**src/rtl/hpa_pkg.sv**
```systemverilog
`timescale 1ns / 1ps
// ----------------------------------------------------------------------------
// hpa_pkg
// Request and response types, mode codes and status codes for the handle pool
// allocator.
// ----------------------------------------------------------------------------
package hpa_pkg;

    // request modes
    localparam logic [1:0] MODE_ALLOC     = 2'd0;
    localparam logic [1:0] MODE_TRY_ALLOC = 2'd1;
    localparam logic [1:0] MODE_RELEASE   = 2'd2;
    localparam logic [1:0] MODE_IGNORED   = 2'd3;

    // response status codes
    localparam logic [1:0] STATUS_OK        = 2'd0;
    localparam logic [1:0] STATUS_NONE_FREE = 2'd1;
    localparam logic [1:0] STATUS_INVALID   = 2'd2;
    localparam logic [1:0] STATUS_EXHAUSTED = 2'd3;

    typedef struct packed {
        logic [1:0] mode;
        logic [7:0] release_handle;
    } req_t;

    typedef struct packed {
        logic [7:0] granted_handle;
        logic [1:0] status;
    } rsp_t;

endpackage

```
**src/rtl/handle_pool_allocator.sv**
```systemverilog
`timescale 1ns / 1ps
// ----------------------------------------------------------------------------
// handle_pool_allocator
// Hands out handles 0 to POOL_SIZE-1: reuses the oldest released handle from
// a free queue, else (allocate mode only) issues a fresh one; releases are
// checked against a per-handle used mark and queued.
//
//   channel | ports                  | direction | contents
//   --------+------------------------+-----------+--------------------------
//   request | s_valid s_ready s_data | in        | mode, release_handle
//   result  | m_valid m_ready m_data | out       | granted_handle, status
//
// Each request has a read step on the free queue and used-mark memories
// (synchronous read), then a decide step that writes back.
// A new request is taken once the previous one has written back.
// Reset clears state, valid flag, counters and pointers only; used marks above
// the fresh count read as clear, so no clearing pass is needed.
// A stalled result waits in the output register; the decide step holds until
// that register is free.
// ----------------------------------------------------------------------------
module handle_pool_allocator #(
    parameter int POOL_SIZE = 256
) (
    input  logic          aclk,
    input  logic          aresetn,
    input  logic          s_valid,
    output logic          s_ready,
    input  hpa_pkg::req_t s_data,
    output logic          m_valid,
    input  logic          m_ready,
    output hpa_pkg::rsp_t m_data
);

    localparam int HW = $clog2(POOL_SIZE);
    localparam int CW = $clog2(POOL_SIZE + 1);
    localparam int EW = (HW > 8) ? HW : 8;

    localparam logic S_IDLE   = 1'b0;
    localparam logic S_LOOKUP = 1'b1;

    localparam logic [HW-1:0] LAST_POS  = HW'(POOL_SIZE - 1);
    localparam logic [CW-1:0] POOL_CNT  = CW'(POOL_SIZE);
    localparam logic [EW:0]   POOL_EXT  = (EW + 1)'(POOL_SIZE);

    // memories: free queue and used marks, no reset
    logic [HW-1:0] queue_mem [POOL_SIZE];
    logic          mark_mem  [POOL_SIZE];

    logic          state_reg, state_next;
    logic [HW-1:0] head_reg, head_next;
    logic [HW-1:0] tail_reg, tail_next;
    logic [CW-1:0] count_reg, count_next;
    logic [CW-1:0] fresh_reg, fresh_next;
    logic          m_valid_reg, m_valid_next;
    hpa_pkg::rsp_t m_data_reg, m_data_next;

    logic [1:0]    mode_reg;
    logic [7:0]    rel_reg;
    logic [HW-1:0] q_rdata_reg;
    logic          mark_rdata_reg;

    logic          s_fire;
    logic          out_free;
    logic          finish;
    logic [EW-1:0] rel_ext;
    logic [HW-1:0] rel_idx;
    logic [EW-1:0] rel_ext_in;
    logic [HW-1:0] rel_idx_in;
    logic          rel_ok;

    logic          mark_we;
    logic [HW-1:0] mark_waddr;
    logic          mark_wdata;
    logic          queue_we;

    assign s_ready  = (state_reg == S_IDLE);
    assign s_fire   = s_valid && s_ready;
    assign out_free = !m_valid_reg || m_ready;
    assign finish   = (state_reg == S_LOOKUP) && out_free;

    assign m_valid = m_valid_reg;
    assign m_data  = m_data_reg;

    // release handle fitted to the internal handle width
    assign rel_ext_in = EW'(s_data.release_handle);
    assign rel_idx_in = rel_ext_in[HW-1:0];
    assign rel_ext    = EW'(rel_reg);
    assign rel_idx    = rel_ext[HW-1:0];

    // a mark is only meaningful below the fresh count
    assign rel_ok = ({1'b0, rel_ext} < POOL_EXT)
                 && (CW'(rel_idx) < fresh_reg)
                 && mark_rdata_reg
                 && (count_reg < POOL_CNT);

    // request capture and memory reads
    always_ff @(posedge aclk) begin
        if (s_fire) begin
            mode_reg       <= s_data.mode;
            rel_reg        <= s_data.release_handle;
            q_rdata_reg    <= queue_mem[head_reg];
            mark_rdata_reg <= mark_mem[rel_idx_in];
        end
    end

    // memory write back
    always_ff @(posedge aclk) begin
        if (mark_we) begin
            mark_mem[mark_waddr] <= mark_wdata;
        end
        if (queue_we) begin
            queue_mem[tail_reg] <= rel_idx;
        end
    end

    // decide step
    always_comb begin
        state_next   = state_reg;
        head_next    = head_reg;
        tail_next    = tail_reg;
        count_next   = count_reg;
        fresh_next   = fresh_reg;
        m_valid_next = m_valid_reg && !m_ready;
        m_data_next  = m_data_reg;
        mark_we      = 1'b0;
        mark_waddr   = rel_idx;
        mark_wdata   = 1'b0;
        queue_we     = 1'b0;

        if (s_fire) begin
            state_next = S_LOOKUP;
        end

        if (finish) begin
            state_next                 = S_IDLE;
            m_valid_next               = 1'b1;
            m_data_next.granted_handle = 8'd0;
            m_data_next.status         = hpa_pkg::STATUS_OK;

            case (mode_reg)
                hpa_pkg::MODE_ALLOC, hpa_pkg::MODE_TRY_ALLOC: begin
                    if (count_reg != '0) begin
                        // reuse oldest released handle
                        m_data_next.granted_handle = 8'(q_rdata_reg);
                        head_next  = (head_reg == LAST_POS) ? '0 : head_reg + 1'b1;
                        count_next = count_reg - 1'b1;
                        mark_we    = 1'b1;
                        mark_waddr = q_rdata_reg;
                        mark_wdata = 1'b1;
                    end else if (mode_reg == hpa_pkg::MODE_TRY_ALLOC) begin
                        m_data_next.status = hpa_pkg::STATUS_NONE_FREE;
                    end else if (fresh_reg < POOL_CNT) begin
                        // issue next fresh handle
                        m_data_next.granted_handle = 8'(fresh_reg[HW-1:0]);
                        fresh_next = fresh_reg + 1'b1;
                        mark_we    = 1'b1;
                        mark_waddr = fresh_reg[HW-1:0];
                        mark_wdata = 1'b1;
                    end else begin
                        m_data_next.status = hpa_pkg::STATUS_EXHAUSTED;
                    end
                end
                hpa_pkg::MODE_RELEASE: begin
                    if (rel_ok) begin
                        mark_we    = 1'b1;
                        mark_waddr = rel_idx;
                        mark_wdata = 1'b0;
                        queue_we   = 1'b1;
                        tail_next  = (tail_reg == LAST_POS) ? '0 : tail_reg + 1'b1;
                        count_next = count_reg + 1'b1;
                    end else begin
                        m_data_next.status = hpa_pkg::STATUS_INVALID;
                    end
                end
                default: begin
                    m_data_next.status = hpa_pkg::STATUS_OK;
                end
            endcase
        end
    end

    // control registers
    always_ff @(posedge aclk) begin
        if (!aresetn) begin
            state_reg   <= S_IDLE;
            head_reg    <= '0;
            tail_reg    <= '0;
            count_reg   <= '0;
            fresh_reg   <= '0;
            m_valid_reg <= 1'b0;
        end else begin
            state_reg   <= state_next;
            head_reg    <= head_next;
            tail_reg    <= tail_next;
            count_reg   <= count_next;
            fresh_reg   <= fresh_next;
            m_valid_reg <= m_valid_next;
        end
    end

    // result payload
    always_ff @(posedge aclk) begin
        m_data_reg <= m_data_next;
    end

endmodule

```
**config.mk**
```make
export PLATFORM = sky130hd
export DESIGN_NAME = handle_pool_allocator
export DESIGN_NICKNAME = d
export VERILOG_FILES = /design/src/rtl/hpa_pkg.sv /design/src/rtl/handle_pool_allocator.sv
export SDC_FILE = /design/constraint.sdc
export NUM_CORES = 2
export LEC_CHECK = 0
export ABC_CLOCK_PERIOD_IN_PS = 11300
export BUFFER_PORTS_ARGS = -buffer_cell sky130_fd_sc_hd__buf_2
export CAP_MARGIN = 20
export CORE_MARGIN = 2
export CORE_UTILIZATION = 60
export CTS_BUF_LIST = sky130_fd_sc_hd__clkbuf_4 sky130_fd_sc_hd__clkbuf_8 sky130_fd_sc_hd__clkbuf_16
export CTS_CLUSTER_SIZE = 16
export DETAILED_ROUTE_END_ITERATION = 10
export PLACE_DENSITY = 0.8
export SLEW_MARGIN = 20
export SYNTH_ARGS = -nofsm -noshare
export SYNTH_HDL_FRONTEND = slang
export SYNTH_SLANG_ARGS = --single-unit
```
**constraint.sdc**
```tcl
create_clock -name aclk -period 11.3 [get_ports aclk]
set_input_delay 2.26 -clock aclk [delete_from_list [all_inputs] [get_ports aclk]]
set_output_delay 2.26 -clock aclk [all_outputs]
set_load 0.02 [all_outputs]
```
==> results.toml <==
[clocking]
cts_sinks = 2369
clock_path_buffers = 3
post_cts_resized = 0
hold_buffers = 0
insertion_delay_ns = 0.88
clkTransAtPathRegs_ns = 0.07
htreeDepth = 4
cts_inserted_buffers = 221
cts_setup_buffers = 0
clock-root-buffer = "clkbuf_16"
cts_tree = "yes"

[final_layout]
largest_reg_flops = 2048
syn_to_final_growth_pct = 10.5
layout_common_cells = "2333 x edfxtp_1, 589 x nor2_1, 472 x mux4_2, 229 x mux2i_1, 222 x clkbuf_16"
n_fill_cell = 9496
fin_nets = 5055
layout_commonest_cell = "edfxtp_1"
stdcell_count = 7258
drive_gt1_share_pct = 20.8

[synth]
seq_area_frac_synth_pct = 75.2
synthFlopType = "edfxtp_1"
ys_seq_elements = 2369
synth_top_area_share_pct = 74.4
synth.avg_cell_area_um2 = 19.0
synth.cell_area_um2 = 94100
syn-num-nets = 4995
ys.warnings.count = 0
ys_top_cells_by_area = "edfxtp_1 74%, mux4_2 11%, mux2i_1 2.4%"
yosysTopAreaCell = "edfxtp_1"
synth_cells = 4960
async_reset_ff_share_pct = 0
synth_cell_types = 82
synth_edf_count = 2333

[sta]
fmax_mhz = 168
fin_crit_sh_pct = 52.7
worst_pin_slew_ns = 1.32
setup-tns-final_ns = 0
hold_viol = 0
layout_min_cycle_time_ns = 5.96
slew_headroom_pct = 11.4
setup_viol = 0
finalMaxSlewViolations = 0
final.setup_skew_ns = 0.0579
fin_hold_ws_ns = 0.492
rsz0062_at_grt = "false"
fin_ws_ns = 5.34

[power]
clockPowerShare_pct = 42.6
vdd_drop_max_v = 0.000210
p_comb_share_pct = 3.8
seqPwrFrac_pct = 53.7
pwr_density_cell_nw_per_um2 = 174
p_sw_share_pct = 20.9
intPower_mw = 14.3
p_switching_mw = 3.77
p_leak_nw = 31.4

[floorplanning]
dieArea_um2 = 160000
core_area_um2 = 156000
start_util_pct = 60.3
ios = 26
die_h_um = 400
die-width_um = 400
rows = 145

[hold_path]
hold_class = "reg2reg"

[placed_design]
hpwl_mm = 146
gp_congestion = 0.944
port_buffers = 25
dp_cells = 6853
dp_slack_ns = 5.00

[worst_setup_path]
worstPathArrival_ns = 6.52
endpoint_kind = "register"
cp_max_fo = 45
worstSetupStartpointType = "register"
critical_path_class = "reg2reg"
critPathRequiredTime_ns = 11.86
rrSetupSlack_ns = 5.34

[drt]
wirelength_met1_mm = 87.1
vias_per_cell = 7.26
wl_mm = 256
dr.max_layer_used = "met5"
ant_nets = 0
met3RoutedLength_mm = 38.8
drtIter0Drc = 9927
wl_per_cell_um = 35.3
via_count = 52695
met2_length_mm = 115
first_pass_iters = 11
drcViolationCount = 0

[job]
maxCapViolCount = 0

[global_route]
grt_max_degree = 187
track_usage_pct = 32.1
grt_pass1_vias = 50767
overflow = 0
grt_pass1_wl_mm = 364
antenna_found_initial = 8

[run_status]
outcome = "finished, final reports clean"
[power by group through the flow]
| stage | Sequential [mW] | Combinational (mW) | Clock [mW] |
|---|---|---|---|
| final | 9.69 | 0.679 | 7.69 |
| after global routing | 9.69 | 0.710 | 8.00 |
| after CTS | 9.69 | 0.666 | 7.69 |
| after detailed placement | 9.88 | 0.662 | 0 |
| after global placement | 9.88 | 0.649 | 0 |
| after floorplan | 9.97 | 0.375 | 0 |
[logic make-up (layout without fill, tap and decap cells)]
kind of cell | Yosys count | in the layout | synth area share (%)
AO/OA/AOI/OAI | 551 | 551 | 4.21
buffers and inverters | 340 | 576 | 1.72
adder cells (fa/ha/maj) | 21 | 21 | 0.287
XOR/XNOR | 23 | 23 | 0.214
flip-flops | 2369 | 2369 | 75.2
other | 0 | 4 | 0
multiplexers | 739 | 739 | 14.2
AND/OR/NAND/NOR | 917 | 917 | 4.20
[cell usage after synthesis, types with 13 or more instances]
| master | instances |
|---|---|
| dfxtp_1 | 36 |
| a211oi_1 | 32 |
| a22oi_1 | 60 |
| mux4_2 | 472 |
| o2111ai_1 | 13 |
| o221ai_1 | 13 |
| nand3_1 | 53 |
| mux2i_1 | 229 |
| nor2b_1 | 28 |
| a221oi_1 | 39 |
| o211ai_1 | 18 |
| nand2_1 | 111 |
| buf_2 | 120 |
| buf_4 | 32 |
| a2111oi_0 | 18 |
| a21oi_1 | 87 |
| nor2_1 | 591 |
| buf_1 | 15 |
| nor4_1 | 22 |
| nand2b_1 | 17 |
| inv_1 | 32 |
| mux2_2 | 38 |
| o21ai_0 | 59 |
| edfxtp_1 | 2333 |
| nor3_1 | 26 |
| a31oi_1 | 25 |
| xnor2_1 | 21 |
| o22ai_1 | 63 |
| a22o_1 | 18 |
| ha_1 | 20 |
| clkbuf_1 | 127 |
[critical path, stage by stage (launching register included)]
cell	delay (ns)
dfxtp_4	0.79
buf_4	0.75
buf_4	0.76
mux4_2	0.61
a22o_1	0.26
nor4b_1	0.67
a311oi_1	0.32
o32ai_1	0.92
nor2_1	0.07
o21a_1	0.32
[path summary, 6_finish.rpt]
kind,startpoint,to,cells after the start
setup reg to reg,head_reg[0]$_SDFFE_PN0P_,q_rdata_reg[0]$_DFFE_PP_,9
hold reg to reg,count_reg[3]$_SDFFE_PN0P_,count_reg[3]$_SDFFE_PN0P_,2
hold / removal,count_reg[3]$_SDFFE_PN0P_,count_reg[3]$_SDFFE_PN0P_,2
setup / recovery,head_reg[0]$_SDFFE_PN0P_,q_rdata_reg[0]$_DFFE_PP_,9
[metrics by stage]
step                      power [mW]  instance area (µm²)  utilization (%)
after floorplan                 10.3                94100                -
after global placement          10.5                96500             61.8
after detailed placement        10.5                96500             61.8
after CTS                       18.0               104000             66.6
after global routing            18.4               104000             66.7
final                           18.1               104000             66.7
[routing by layer]
metal / vias up / GRT usage, %
met2: 4997 / 47.0
met3: 959 / 10.8
li1: 20301 / -
met4: 14 / 15.9
met1: 26424 / 43.8
met5: - / 0.333
[final cells by class]
type | count | area [µm²] | area share [%]
antenna | 4 | 10.0 | 0.00962
tap | 2058 | 2570 | 2.48
clock inverter | 131 | 1560 | 1.50
multi-input combinational | 2251 | 21900 | 21.0
timing repair buffer | 141 | 1130 | 1.09
inverter | 36 | 143 | 0.137
sequential | 2369 | 70800 | 68.1
clock buffer | 268 | 5910 | 5.68
Power figures use the tool's default switching activity.
